### src/hw/rtl/kadr_pkg.sv
// Shared types, constants and lookup functions for the key autorepeat and
// direction resolver. No dependencies.
package kadr_pkg;

  localparam int KEY_BITS = 16;
  localparam int MASK_W = 16;
  localparam int DIR_W = 4;
  localparam int NUM_DIRS = 4;
  localparam int CFG_IDX_W = 8;
  localparam int OUT_W = 3 * KEY_BITS + 2 * DIR_W;

  localparam int NUM_KEYS_DEF = 16;
  localparam int REPEAT_DELAY_DEF = 23;
  localparam int REPEAT_PERIOD_DEF = 6;

  localparam logic [CFG_IDX_W-1:0] REG_DOWN_MASK = 8'd0;
  localparam logic [CFG_IDX_W-1:0] REG_LEFT_MASK = 8'd1;
  localparam logic [CFG_IDX_W-1:0] REG_RIGHT_MASK = 8'd2;
  localparam logic [CFG_IDX_W-1:0] REG_UP_MASK = 8'd3;

  localparam logic [MASK_W-1:0] DOWN_MASK_RST = 16'd1;
  localparam logic [MASK_W-1:0] LEFT_MASK_RST = 16'd2;
  localparam logic [MASK_W-1:0] RIGHT_MASK_RST = 16'd4;
  localparam logic [MASK_W-1:0] UP_MASK_RST = 16'd8;

  localparam logic [DIR_W-1:0] DIR_NONE = 4'd0;

  localparam logic [NUM_DIRS-1:0] FLAGS_DOWN_UP = 4'b1001;
  localparam logic [NUM_DIRS-1:0] FLAGS_LEFT_RIGHT = 4'b0110;

  // index order: down, left, right, up
  localparam logic [1:0] PREF_ORDER [4][3] = '{
    '{2'd1, 2'd2, 2'd3},
    '{2'd0, 2'd3, 2'd2},
    '{2'd0, 2'd3, 2'd1},
    '{2'd1, 2'd2, 2'd0}
  };

  localparam logic [DIR_W-1:0] EIGHT_COMBO [4][4] = '{
    '{4'd2, 4'd1, 4'd3, 4'd0},
    '{4'd1, 4'd4, 4'd0, 4'd7},
    '{4'd3, 4'd0, 4'd6, 4'd9},
    '{4'd0, 4'd7, 4'd9, 4'd8}
  };

  typedef struct packed {
    logic [KEY_BITS-1:0] held;
    logic [KEY_BITS-1:0] trigger;
    logic [KEY_BITS-1:0] rpt;
  } key_flags_t;

  typedef struct packed {
    logic [DIR_W-1:0] four;
    logic [DIR_W-1:0] eight;
  } dir_t;

  typedef struct packed {
    logic       found;
    logic [1:0] idx;
  } pick_t;

  typedef logic [NUM_DIRS-1:0][MASK_W-1:0] mask_set_t;

  function automatic logic [DIR_W-1:0] dir_code(input logic [1:0] idx);
    dir_code = {1'b0, idx, 1'b0} + 4'd2;
  endfunction

  function automatic pick_t pref_pick(input logic [1:0] p, input logic [NUM_DIRS-1:0] flags);
    pick_t r;
    r.found = 1'b0;
    r.idx = 2'd0;
    for (int j = 0; j < 3; j++) begin
      if (!r.found && flags[PREF_ORDER[p][j]]) begin
        r.found = 1'b1;
        r.idx = PREF_ORDER[p][j];
      end
    end
    pref_pick = r;
  endfunction

endpackage

### src/hw/rtl/kadr_repeat.sv
// Per-key held-tick counters, edge detect and autorepeat pulses.
// Depends on kadr_pkg.
module kadr_repeat
  import kadr_pkg::*;
#(
  parameter int NUM_KEYS = NUM_KEYS_DEF,
  parameter int REPEAT_DELAY = REPEAT_DELAY_DEF,
  parameter int REPEAT_PERIOD = REPEAT_PERIOD_DEF
) (
  input  logic                clk,
  input  logic                rst,
  input  logic                advance,
  input  logic [KEY_BITS-1:0] held,
  output key_flags_t          flags
);

  localparam int LANES = (NUM_KEYS < KEY_BITS) ? NUM_KEYS : KEY_BITS;
  localparam int CNT_MAX = REPEAT_DELAY + REPEAT_PERIOD - 1;
  localparam int CNT_W = $clog2(CNT_MAX + 1);

  logic [KEY_BITS-1:0] prior_held;
  logic [CNT_W-1:0]    hold_count [LANES];
  logic [CNT_W-1:0]    hold_count_next [LANES];
  logic [KEY_BITS-1:0] rpt;

  for (genvar k = 0; k < LANES; k++) begin : g_lane
    always_comb begin
      if (!held[k]) begin
        hold_count_next[k] = '0;
      end else if (hold_count[k] >= CNT_W'(CNT_MAX)) begin
        hold_count_next[k] = CNT_W'(REPEAT_DELAY);
      end else begin
        hold_count_next[k] = hold_count[k] + 1'b1;
      end
      rpt[k] = held[k] && (hold_count_next[k] == CNT_W'(1) ||
                           hold_count_next[k] == CNT_W'(REPEAT_DELAY));
    end

    always_ff @(posedge clk) begin
      if (rst) begin
        hold_count[k] <= '0;
      end else if (advance) begin
        hold_count[k] <= hold_count_next[k];
      end
    end
  end

  for (genvar k = LANES; k < KEY_BITS; k++) begin : g_idle
    assign rpt[k] = 1'b0;
  end

  always_ff @(posedge clk) begin
    if (rst) begin
      prior_held <= '0;
    end else if (advance) begin
      prior_held <= held;
    end
  end

  assign flags.held = held;
  assign flags.trigger = held & ~prior_held;
  assign flags.rpt = rpt;

endmodule

### src/hw/rtl/kadr_dir.sv
// Four-way and eight-way numpad direction from the held keys and the
// direction masks; keeps the latched four-way direction. Depends on kadr_pkg.
module kadr_dir
  import kadr_pkg::*;
(
  input  logic                clk,
  input  logic                rst,
  input  logic                advance,
  input  logic [KEY_BITS-1:0] held,
  input  mask_set_t           masks,
  output dir_t                dir
);

  logic [DIR_W-1:0]    last_dir;
  logic [DIR_W-1:0]    last_dir_next;
  logic [NUM_DIRS-1:0] on;
  logic                first_found;
  logic [1:0]          first_idx;
  logic [1:0]          last_idx;
  pick_t               keep_pick;
  pick_t               eight_pick;
  logic                opposite_only;

  always_comb begin
    for (int i = 0; i < NUM_DIRS; i++) begin
      on[i] = |(held & masks[i]);
    end
    first_found = 1'b0;
    first_idx = 2'd0;
    for (int i = NUM_DIRS - 1; i >= 0; i--) begin
      if (on[i]) begin
        first_found = 1'b1;
        first_idx = 2'(i);
      end
    end
    last_idx = last_dir[2:1] - 2'd1;
    keep_pick = pref_pick(last_idx, on);
    eight_pick = pref_pick(first_idx, on);
    opposite_only = (on == FLAGS_DOWN_UP) || (on == FLAGS_LEFT_RIGHT);

    last_dir_next = last_dir;
    if (opposite_only) begin
      dir.four = DIR_NONE;
    end else if (last_dir != DIR_NONE && on[last_idx] && keep_pick.found) begin
      dir.four = dir_code(keep_pick.idx);
    end else begin
      dir.four = first_found ? dir_code(first_idx) : DIR_NONE;
      last_dir_next = dir.four;
    end

    if (!first_found) begin
      dir.eight = DIR_NONE;
    end else if (eight_pick.found) begin
      dir.eight = EIGHT_COMBO[first_idx][eight_pick.idx];
    end else begin
      dir.eight = dir_code(first_idx);
    end
  end

  always_ff @(posedge clk) begin
    if (rst) begin
      last_dir <= DIR_NONE;
    end else if (advance) begin
      last_dir <= last_dir_next;
    end
  end

endmodule

### src/hw/rtl/key_autorepeat_direction_resolver_core.sv
// Throughput: one request per cycle; the input register and the result
// register form a two-stage pipeline that stalls only on output backpressure.
// Reset (rst, synchronous, active high) clears counters, prior keys, the
// latched direction and both stages; masks return to 1, 2, 4, 8.
// Depends on kadr_pkg, kadr_repeat and kadr_dir.
module key_autorepeat_direction_resolver_core
  import kadr_pkg::*;
#(
  parameter int NUM_KEYS = NUM_KEYS_DEF,
  parameter int REPEAT_DELAY = REPEAT_DELAY_DEF,
  parameter int REPEAT_PERIOD = REPEAT_PERIOD_DEF
) (
  input  logic                 clk,
  input  logic                 rst,
  input  logic                 s_axis_tvalid,
  output logic                 s_axis_tready,
  input  logic [KEY_BITS-1:0]  s_axis_tdata,  // keys_down
  output logic                 m_axis_tvalid,
  input  logic                 m_axis_tready,
  // held_bits, trigger_bits, repeat_bits, dir_four, dir_eight
  output logic [OUT_W-1:0]     m_axis_tdata,
  input  logic                 cfg_valid,
  output logic                 cfg_ready,
  input  logic [CFG_IDX_W-1:0] cfg_index,
  input  logic [MASK_W-1:0]    cfg_data
);

  localparam logic [KEY_BITS-1:0] KEY_SPAN =
    (NUM_KEYS >= KEY_BITS) ? '1 : KEY_BITS'((64'd1 << NUM_KEYS) - 64'd1);

  logic                s1_valid;
  logic [KEY_BITS-1:0] s1_keys;
  logic                advance;
  mask_set_t           masks;
  key_flags_t          key_flags;
  dir_t                dir;

  assign advance = s1_valid && (!m_axis_tvalid || m_axis_tready);
  assign s_axis_tready = !s1_valid || advance;
  assign cfg_ready = 1'b1;

  always_ff @(posedge clk) begin
    if (rst) begin
      masks[0] <= DOWN_MASK_RST;
      masks[1] <= LEFT_MASK_RST;
      masks[2] <= RIGHT_MASK_RST;
      masks[3] <= UP_MASK_RST;
    end else if (cfg_valid) begin
      case (cfg_index)
        REG_DOWN_MASK:  masks[0] <= cfg_data;
        REG_LEFT_MASK:  masks[1] <= cfg_data;
        REG_RIGHT_MASK: masks[2] <= cfg_data;
        REG_UP_MASK:    masks[3] <= cfg_data;
        default: ;
      endcase
    end
  end

  always_ff @(posedge clk) begin
    if (rst) begin
      s1_valid <= 1'b0;
    end else if (s_axis_tready) begin
      s1_valid <= s_axis_tvalid;
    end
  end

  always_ff @(posedge clk) begin
    if (s_axis_tvalid && s_axis_tready) begin
      s1_keys <= s_axis_tdata & KEY_SPAN;
    end
  end

  kadr_repeat #(
    .NUM_KEYS      (NUM_KEYS),
    .REPEAT_DELAY  (REPEAT_DELAY),
    .REPEAT_PERIOD (REPEAT_PERIOD)
  ) u_repeat (
    .clk     (clk),
    .rst     (rst),
    .advance (advance),
    .held    (s1_keys),
    .flags   (key_flags)
  );

  kadr_dir u_dir (
    .clk     (clk),
    .rst     (rst),
    .advance (advance),
    .held    (s1_keys),
    .masks   (masks),
    .dir     (dir)
  );

  always_ff @(posedge clk) begin
    if (rst) begin
      m_axis_tvalid <= 1'b0;
    end else if (advance) begin
      m_axis_tvalid <= 1'b1;
    end else if (m_axis_tready) begin
      m_axis_tvalid <= 1'b0;
    end
  end

  always_ff @(posedge clk) begin
    if (advance) begin
      m_axis_tdata <= {dir.eight, dir.four, key_flags.rpt, key_flags.trigger,
                       key_flags.held};
    end
  end

`ifndef ASSERT_OFF
  a_stall_only_when_full: assert property (@(posedge clk) disable iff (rst)
    !s_axis_tready |-> (s1_valid && m_axis_tvalid && !m_axis_tready))
    else $error("input stalled while pipeline has room");

  a_trigger_fires_repeat: assert property (@(posedge clk) disable iff (rst)
    m_axis_tvalid |->
      ((m_axis_tdata[2*KEY_BITS-1:KEY_BITS] & ~m_axis_tdata[3*KEY_BITS-1:2*KEY_BITS]) == '0))
    else $error("new key press without repeat pulse");

  a_pulses_only_when_held: assert property (@(posedge clk) disable iff (rst)
    m_axis_tvalid |->
      (((m_axis_tdata[2*KEY_BITS-1:KEY_BITS] | m_axis_tdata[3*KEY_BITS-1:2*KEY_BITS])
        & ~m_axis_tdata[KEY_BITS-1:0]) == '0))
    else $error("trigger or repeat on a released key");
`endif

endmodule

### config.mk
export PLATFORM = sky130hd
export DESIGN_NAME = key_autorepeat_direction_resolver_core
export DESIGN_NICKNAME = d
export VERILOG_FILES = /design/src/hw/rtl/kadr_pkg.sv /design/src/hw/rtl/kadr_repeat.sv /design/src/hw/rtl/kadr_dir.sv /design/src/hw/rtl/key_autorepeat_direction_resolver_core.sv
export SDC_FILE = /design/constraint.sdc
export NUM_CORES = 1
export LEC_CHECK = 0
export BUFFER_PORTS_ARGS = -buffer_cell sky130_fd_sc_hd__buf_2
export CAP_MARGIN = 5
export CORE_ASPECT_RATIO = 1.4
export CORE_MARGIN = 2
export CORE_UTILIZATION = 40
export CTS_BUF_LIST = sky130_fd_sc_hd__clkbuf_8
export CTS_CLUSTER_DIAMETER = 50
export CTS_CLUSTER_SIZE = 28
export DETAILED_ROUTE_END_ITERATION = 8
export SYNTH_ARGS = -nofsm -noshare
export SYNTH_HDL_FRONTEND = slang
export SYNTH_SLANG_ARGS = --single-unit
### constraint.sdc
create_clock -name clk -period 4.2 [get_ports clk]
set_input_delay 0.84 -clock clk [delete_from_list [all_inputs] [get_ports clk]]
set_output_delay 0.84 -clock clk [all_outputs]
set_load 0.01 [all_outputs]
=== Word level (Yosys, flattened, before mapping) ===
Memory sizes are Yosys's and may differ from the RTL's.
Cells that the tools add are included.

* Logic and storage cells: 281
* Memories kept: 1
* Flip-flop bits (word level): 158
* Memory bits (writable): 80
* Output and inout port bits: 59

{| class="wikitable"
|+ Memories
! memory !! words !! bits a word !! rd ports !! clocked after Yosys merged registers in !! wr ports !! line !! text
|-
| u_repeat.hold_count || 16 || 5 || 16 || 0 || 16 || kadr_repeat.sv:22 || <nowiki>logic [CNT_W-1:0] hold_count [LANES];</nowiki>
|}

* Magnitude comparators: 26
* Reduce and logical (&&, ||, !) cells: 61
* Mux-type cells: 98
* Eq/ne operators: 37
* Bitwise operators: 27
* $add $sub $neg: 19

{| class="wikitable"
|+ Operator list
! kind !! number
|-
| two-way mux 5 bit || 48
|-
| adder 5 x 1 -> 5 bit, second input constant || 16
|-
| bitwise AND 16 bit || 5
|-
| equality test 5 x 1 -> 1 bit, second input constant || 16
|-
| equality test 5 bit, second input constant || 16
|-
| >= comparator 5 bit, second input constant || 16
|-
| OR reduction 16 bit || 4
|-
| binary-select mux 16 bit (select 2 bit) || 1
|-
| two-way mux 16 bit || 2
|-
| binary-select mux 6 bit (select 2 bit) || 2
|-
| logical AND 1 bit || 24
|-
| two-way mux 6 bit || 4
|-
| < comparator 2 x 3 -> 1 bit, second input constant || 7
|-
| two-way mux 4 bit || 5
|-
| logical OR 1 bit || 19
|-
| two-way mux 1 bit || 18
|-
| two-way mux 3 bit || 6
|-
| equality test 8 x 2 -> 1 bit, second input constant || 2
|-
| inverter 16 bit || 1
|-
| bitwise OR 1 bit || 16
|-
| binary-select mux 1 bit (select 2 bit) || 7
|-
| >= comparator 3 bit, second input constant || 3
|-
| inverter 2 -> 3 bit || 3
|-
| adder 3 x 2 -> 4 bit, second input constant || 2
|-
| 13 further kinds || 25
|}

=== Longest topological paths before layout ===
Gate-level depths: netlist of the first run.

* Word-level depth: 24
* Gate-level depth with buffers: 16
* Depth with buffers taken out: 13

=== Cells and area by module ===
From an unflattened synthesis of the first run, not the netlist that was laid out.

* Cell total of the unflattened synthesis: 1071
* Area total of the unflattened synthesis: 11531.1 um2

{| class="wikitable"
|+ By module, submodules not included
! module !! times used !! area an instance (um2) !! cells an instance
|-
| kadr_repeat || 1 || 5855.6 || 641
|-
| key_autorepeat_direction_resolver_core || 1 || 4837.1 || 319
|-
| kadr_dir || 1 || 838.3 || 111
|}

=== Worst setup path before layout of the first run ===
Ideal clock, no wire load.

* Kind: input -> register
* Start: input rst
* End: memory u_repeat.hold_count[0][0] (netlist bit), enable pin
* Arrival: 3.289 ns
* Setup time: 0.452 ns
* Path slack: 0.459 ns
* Stages on the path: 3
* Cells stage by stage: clkbuf_1 -> clkbuf_1 -> nand2b_1

{| class="wikitable"
|+ RTL lines
! item !! line !! text
|-
| start: declaration || key_autorepeat_direction_resolver_core.sv:14 || <nowiki>input logic rst,</nowiki>
|-
| end: declaration || kadr_repeat.sv:22 ||
|}

=== Final worst setup path of the first run ===
* Start: register s1_keys[12]
* End: register m_axis_tdata[54], data pin

* Cells in the longest elaborated chain, start to end: 24
* Elaborated cells on any way between the ends: 42

{| class="wikitable"
|+ RTL lines
! item !! line !! text
|-
| start: declaration || key_autorepeat_direction_resolver_core.sv:32 || <nowiki>logic [KEY_BITS-1:0] s1_keys;</nowiki>
|-
| start signal: assignment || key_autorepeat_direction_resolver_core.sv:69 || <nowiki>s1_keys <= s_axis_tdata & KEY_SPAN;</nowiki>
|-
| bitwise AND 16 bit || kadr_dir.sv:26 || <nowiki>on[i] = |(held & masks[i]);</nowiki>
|-
| OR reduction 16 bit || kadr_dir.sv:26 ||
|-
| two-way mux 2 bit (4 in series) || kadr_dir.sv:31 || <nowiki>if (on[i]) begin</nowiki>
|-
| inverter 2 -> 3 bit (not written as such) || kadr_pkg.sv:73, kadr_pkg.sv:75, kadr_dir.sv:54 ||
|-
| binary-select mux 6 bit (select 2 bit) || kadr_pkg.sv:73, kadr_pkg.sv:75 ||
|-
| two-way mux 6 bit (not written as such) (2 in series) || kadr_pkg.sv:73, kadr_pkg.sv:75 ||
|-
| binary-select mux 1 bit (select 2 bit) || kadr_pkg.sv:73 || <nowiki>if (!r.found && flags[PREF_ORDER[p][j]]) begin</nowiki>
|-
| two-way mux 1 bit (not written as such) || kadr_pkg.sv:73 ||
|-
| [3 not listed] || n/a ||
|-
| two-way mux 3 bit || kadr_pkg.sv:73 ||
|-
| logical NOT 1 bit || kadr_pkg.sv:73 ||
|-
| logical AND 1 bit || kadr_pkg.sv:73 ||
|-
| two-way mux 3 bit || kadr_pkg.sv:73 ||
|-
| inverter 2 -> 3 bit (not written as such) || kadr_dir.sv:54 || <nowiki>dir.eight = EIGHT_COMBO[first_idx][eight_pick.idx];</nowiki>
|-
| binary-select mux 4 bit (select 2 bit) || kadr_dir.sv:54 ||
|-
| two-way mux 4 bit (not written as such) (2 in series) || kadr_dir.sv:54 ||
|-
| two-way mux 4 bit || kadr_dir.sv:53 || <nowiki>end else if (eight_pick.found) begin</nowiki>
|-
| end signal: assignment || key_autorepeat_direction_resolver_core.sv:106 || <nowiki>m_axis_tdata <= {dir.eight, dir.four, key_flags.rpt, key_flags.trigger,</nowiki>
|-
| end: declaration || key_autorepeat_direction_resolver_core.sv:21 || <nowiki>output logic [OUT_W-1:0] m_axis_tdata,</nowiki>
|}

Several ways; a longest one is shown, not always the timed one. The select of a mux whose other input is x is not followed.
A chain may end at the register's enable or synchronous reset.

==> metrics, run 1 <==
CP required=approximately 4.5 ns; CTS root buf=clkbuf_8; Post-CTS Setup Repair Bufs=0; relative slew slack=0.354; H-tree depth=1; Clock Pin Slew Worst Setup and Hold Paths=0.12 ns; Core ar.=~0.028 sq mm; Worst Path Arrival=around 3.9 ns; Critical Path End Type=flop; EDFF count, synth=approximately 150; WL met3=around 1100 microns; TritonCTS buffer count=19; 1st-iter DRT viols=610; Syn Area/Cell=~10 sq um; RSZ-0062 raised after global routing=false; Final nets=1267; post-layout util=0.454; Final ANT Viol Nets=0; P&R area growth vs syn=11.8%; r2r setup slk=just under 0.6 ns; area used by multi-input combinational logic=0.00454 sq mm; Post-synth top flop=edfxtp_1; peak supply drop=~0.00016 V; status=finished clean; met2 wire len=around 13000 microns; Final WS setup=~0.6 ns; Worst Path Max Fanout=11; CP startpoint kind=flop; clk_skew=between 0.02 and 0.03 ns; async set-reset flop share out of synthesis=0; DRT Pass-1 Iters=5; Final Wtd Congestion=0.802; Lkg Pwr=5.08 nW; CP startpoint=s1_keys[12]; setup TNS=0 ns; worst skew pair latency=about 0.55 ns; largest buffer count on any clock path=3; fin crit share=0.861; vias in the first global route=7877; top-count cell post-synth=edfxtp_1; CTS tree=done; Place WS=0.534 ns; die area=a little under 0.03 sq mm; sequential element share of the synthesized area=0.555; Synth area leaders=edfxtp_1 (40%), dfxtp_1 (15%), mux2i_1 (5.5%), nor2_1 (4.9%), ha_1 (4.1%); first-pass GRT wire length=roughly 41000 microns; yosys warns=0; Achievable Freq=roughly 0.28 GHz; PortBufs=101; register bit count reported by yosys=between 200 and 250; CP endpoint=m_axis_tdata[54]; max_cap viols=0; Worst Setup Path Type=flop to flop; Via density=between 5 and 6; DRC=0; Synth Net Count=1174; die height=202 microns; Tot Pwr=4.55 mW; share of cells above drive strength 1=0.137; Initial Utilization=0.406; post-synth cell types=56; final slew viol count=0; final instance area=between 0.01 and 0.015 sq mm; io pins=about 100; post-synth top area share=0.403; # hold bufs at CTS=0; synthesized area=between 0.01 and 0.015 sq mm; Reg2Reg Depth=9; FF+latch area=around 0.0062 sq mm; largest area contributor in the netlist=edfxtp_1; DIE WIDTH=146 microns; Fin. Hold Viols=0; gr ovfl total=0; top sig layer=met4; Worst Tran Pin Value=0.968 ns; Mapped Cells=approximately 1100; FILL cells=~2700; CTS sink cnt=between 200 and 250; Metal-1 WL=approximately 11000 microns; Total Wirelength=around 26000 microns; type of the worst min-delay path=flop to flop; global-route usage over all layers=0.171; via count=roughly 8400; Period minus WS final=3.61 ns; initial antenna violation count=1; post-DP HPWL=~18000 microns; Power Density=362 mW/mm^2; CTS resizes=0; FF-to-FF End=m_axis_tdata[54]; Routed WL per cell=16.4 microns; largest net degree at the start of global routing=between 70 and 80; reg2reg start=s1_keys[12]; area post-placement=roughly 0.012 sq mm; std cell rows=72; # setup viols final=0; top cells by count, synth=edfxtp_1 (151), nor2_1 (147), nand2_1 (91)
==> routing by layer <==
metal	global-route usage	vias up
met5	0	-
met4	0.0536	0
met3	0.0221	35
met2	0.299	169
met1	0.220	4035
li1	-	4124
==> cells by family after synthesis <==
logic type      synth area share
compound gates             0.130
simple gates               0.166
xor+xnor                 0.00701
mux                       0.0565
other cells             0.000668
flops                      0.555
buf+inv                   0.0431
fa+ha+maj                 0.0412
==> critical path, stage by stage, from the launching register on <==
cell	delay (ns)
edfxtp_1	0.61
a22oi_1	0.26
nand2_1	0.14
or4_1	0.70
nor2_1	0.36
ha_1	0.34
o32a_2	0.46
mux2_4	0.31
a31oi_1	0.14
nor3_1	0.06
==> how the worst min path moves through the flow <==
stage                            startpoint                 endpoint  slack (ns)  cells past startpoint
global placement     u_repeat.prior_held[3]   u_repeat.prior_held[3]        0.44                      2
detailed placement  u_repeat.prior_held[14]  u_repeat.prior_held[14]        0.45                      2
floorplan                       s1_keys[11]         m_axis_tdata[11]        0.42                      0
finish               u_repeat.prior_held[3]   u_repeat.prior_held[3]        0.46                      2
CTS                         s_axis_tdata[8]               s1_keys[8]        0.44                      1
global route                s_axis_tdata[8]               s1_keys[8]        0.44                      1
==> area by class of cell <==
class | instances | share of cell area
Sequential cell | 236 | 0.496
Multi-Input combinational cell | 741 | 0.361
Clock inverter | 13 | 0.0127
Antenna cell | 1 | 0.000199
Inverter | 72 | 0.0216
Tap cell | 370 | 0.0368
Clock buffer | 20 | 0.0219
Timing Repair Buffer | 115 | 0.0496
==> power breakdown <==
group,internal [mW],switching [mW]
logic,0.169,0.282
registers,2.58,0.108
clock network,0.562,0.851
total,3.31,1.24
==> sequential cells by signal, summed over array words and instances (netlist names) <==
name,cells
u_repeat.prior_held,16
u_dir.last_dir,3
s1_keys,16
u_repeat.hold_count,80
s1_valid,1
masks,64
m_axis_tvalid,1
m_axis_tdata,55
==> placed cells by master, fill, tap and decap left out, drive strengths merged, types with 9 or more instances in the layout <==
cell    synthesis  routed
nor3           27      27
mux2i          62      62
clkbuf         22      20
a22oi          17      17
dfxtp          85      85
nor2          147     147
o41ai           9       9
buf            21     115
nor2b          20      20
a21oi          83      83
inv            71      76
edfxtp        151     151
xnor2           9       9
nand3          46      46
a31oi          35      35
and3           25      25
nand2          92      92
a221oi          9       9
o21ai          53      53
and4           11      11
ha             37      37
==> per-stage QoR <==
step           std cells  hold slack, ns
6_report            1568           0.463
2_1_floorplan       1092           0.421
3_3_place_gp        1534           0.441
4_1_cts             1567           0.436
3_5_place_dp        1534           0.449
5_1_grt             1568           0.435
Power figures use the tool's default switching activity.
==> run 2: changes to the inputs <==
==> constraint.sdc (replaced) <==
create_clock -name clk -period 4.6 [get_ports clk]
set_input_delay 0.92 -clock clk [delete_from_list [all_inputs] [get_ports clk]]
set_output_delay 0.92 -clock clk [all_outputs]
set_load 0.01 [all_outputs]
==> run 2 against run 1 <==
  * Core utilization shrank 0.090 points
  * Largest power group unchanged
  * Final cell count is the same
  * Combinational power shrank 9.3%
  * Die area is the same
  * First-iteration DRC count shrank 35%
  * Wire length shrank 0.64%
  * Design area shrank 0.20%
  * Sequential power shrank 8.6%
==> metrics, run 2 (synthesis results as in run 1) <==
register bank with the most flops=u_repeat.hold_count; Final ANT Viol Nets=0 (unchanged); H-tree depth=1 (unchanged); via count=8245 (-1.4%); io pins=104 (unchanged); Power Density=328 mW/mm^2 (-9.3%); Worst Path Max Fanout=14 (+3); TritonCTS buffer count=19 (unchanged); std cell rows=72 (unchanged); PortBufs=101 (unchanged); share of cells above drive strength 1=0.135 (-0.00156); global-route usage over all layers=0.169 (-0.00145); post-DP HPWL=17700 microns (-1.5%); post-layout util=0.453 (-0.000904); Final Wtd Congestion=0.839 (+4.6%); CP required=4.86 ns (+0.36 ns); CP startpoint kind=flop; # setup viols final=0 (unchanged); Via density=5.26 (-1.4%); Min-Delay Startpoint=u_repeat.prior_held[2]; first-pass GRT wire length=40900 microns (-0.82%); DRC=0 (unchanged); Place WS=0.772 ns (+0.238 ns); CTS root buf=clkbuf_8; CTS tree=done; Clock Pin Slew Worst Setup and Hold Paths=0.10 ns (-0.02 ns); CTS resizes=0 (unchanged); Initial Utilization=0.406 (unchanged); worst skew pair latency=0.54 ns (about the same); Lkg Pwr=5.08 nW (-0.11%); peak supply drop=0.000175 V (+8.8%); Final nets=1266 (-0.079%); most common cell after layout, fill and taps aside=edfxtp_1; fin crit share=0.827 (-0.0333); status=finished clean; Worst Setup Path Type=flop to flop; P&R area growth vs syn=11.6%; Period minus WS final=3.81 ns (+0.191 ns); Reg2Reg Depth=11 (+2); gr ovfl total=0 (unchanged); clock power share=0.306 (-0.005); max_cap viols=0 (unchanged); sw power=1.09 mW (-13%); Largest register FFs=80 (unchanged); internal power=3.03 mW (-8.4%); 1st-iter DRT viols=396 (-35%); CTS sink cnt=236 (unchanged); Critical Path End Type=flop; area post-placement=0.0121 sq mm (about the same); final slew viol count=0 (unchanged); Achievable Freq=0.263 GHz (-5.0%); Core ar.=0.0277 sq mm (unchanged); worst hold-check slack=0.460 ns (-0.00316 ns); FILL cells=2656 (+0.038%); type of the worst min-delay path=flop to flop; Total Wirelength=25500 microns (-0.64%); die height=202 microns (unchanged); Sw Ratio=0.264 (-0.00914); FF-to-FF End=m_axis_tdata[54]; clk_skew=0.0291 ns (+0.000366 ns); DRT Pass-1 Iters=4 (-1); initial antenna violation count=1 (unchanged); # hold bufs at CTS=0 (unchanged); DIE WIDTH=146 microns (unchanged); RSZ-0062 raised after global routing=false; final instance area=0.0125 sq mm (-0.20%); Worst Tran Pin Value=1.04 ns (+0.0676 ns); Worst Hold Path EP=u_repeat.prior_held[2]; Routed WL per cell=16.3 microns (-0.64%); vias in the first global route=7989 (+1.4%); Post-CTS Setup Repair Bufs=0 (unchanged); die area=0.0295 sq mm (unchanged); r2r setup slk=0.79 ns (+0.21 ns); top flop regs=u_repeat.hold_count x80, masks x64, m_axis_tdata x55; commonest cells after routing, fill and taps aside=edfxtp_1 (151), nor2_1 (146), buf_2 (101); Worst Path Arrival=4.07 ns (+0.16 ns); Fin. Hold Viols=0 (unchanged); reg2reg start=s1_keys[4]; Final WS setup=0.794 ns (+0.209 ns); hold depth=2 (unchanged); relative slew slack=0.309 (-0.0450); largest buffer count on any clock path=3 (unchanged); Comb power frac=0.099 (about the same); setup TNS=0 ns (unchanged); largest net degree at the start of global routing=81 (+2.5%); sequential share of power=0.595 (+0.005)
run 2: worst max-delay path by stage:
stage | endpoint | start | depth (start not counted)
after global placement | m_axis_tdata[54] | s1_keys[4] | 11
after CTS | m_axis_tdata[54] | s1_keys[4] | 11
after global routing | m_axis_tdata[54] | s1_keys[4] | 11
final | m_axis_tdata[54] | s1_keys[4] | 11
after floorplan | u_repeat.hold_count[0][0] | rst | 3
after detailed placement | m_axis_tdata[54] | s1_keys[4] | 11
run 2: layout make-up:
class	count	area (sq um)	share of cell area
Sequential cell	236	6240	0.497
Multi-Input combinational cell	741	4540	0.362
Timing Repair Buffer	114	616	0.0491
Tap cell	370	463	0.0369
Clock buffer	22	303	0.0241
Inverter	72	272	0.0216
Clock inverter	11	113	0.00898
Antenna cell	2	5.00	0.000399
run 2: critical path, cell delays in order (launching register included):
cell and delay [ns]:
edfxtp_1 0.58, a22o_1 0.30, a221oi_1 0.31, and4_1 0.57, nand2_1 0.14, a21oi_1 0.27, inv_1 0.08, ha_1 0.34
o32a_2 0.45, mux2_4 0.30, a31oi_1 0.13, nor3_1 0.07
run 2: power groups by stage:
stage	sequential [mW]	clock (mW)	combinational [mW]
2_1_floorplan	2.48	0	0.281
3_3_place_gp	2.49	0	0.403
3_5_place_dp	2.50	0	0.409
4_1_cts	2.45	1.30	0.412
5_1_grt	2.46	1.37	0.462
6_report	2.45	1.26	0.409
run 2: stage by stage:
stage | instances | total power [mW]
after global routing | 1567 | 4.29
after floorplan | 1092 | 2.76
after detailed placement | 1533 | 2.91
final | 1568 | 4.11
after global placement | 1533 | 2.90
after CTS | 1566 | 4.16
run 2: routing by layer:
metal / track usage / vias up / wire length, microns
met5: 0 / - / 0
met4: 0.0525 / 0 / 633
met3: 0.0217 / 37 / 1010
met2: 0.304 / 159 / 12900
met1: 0.212 / 3928 / 11000
li1: - / 4121 / -
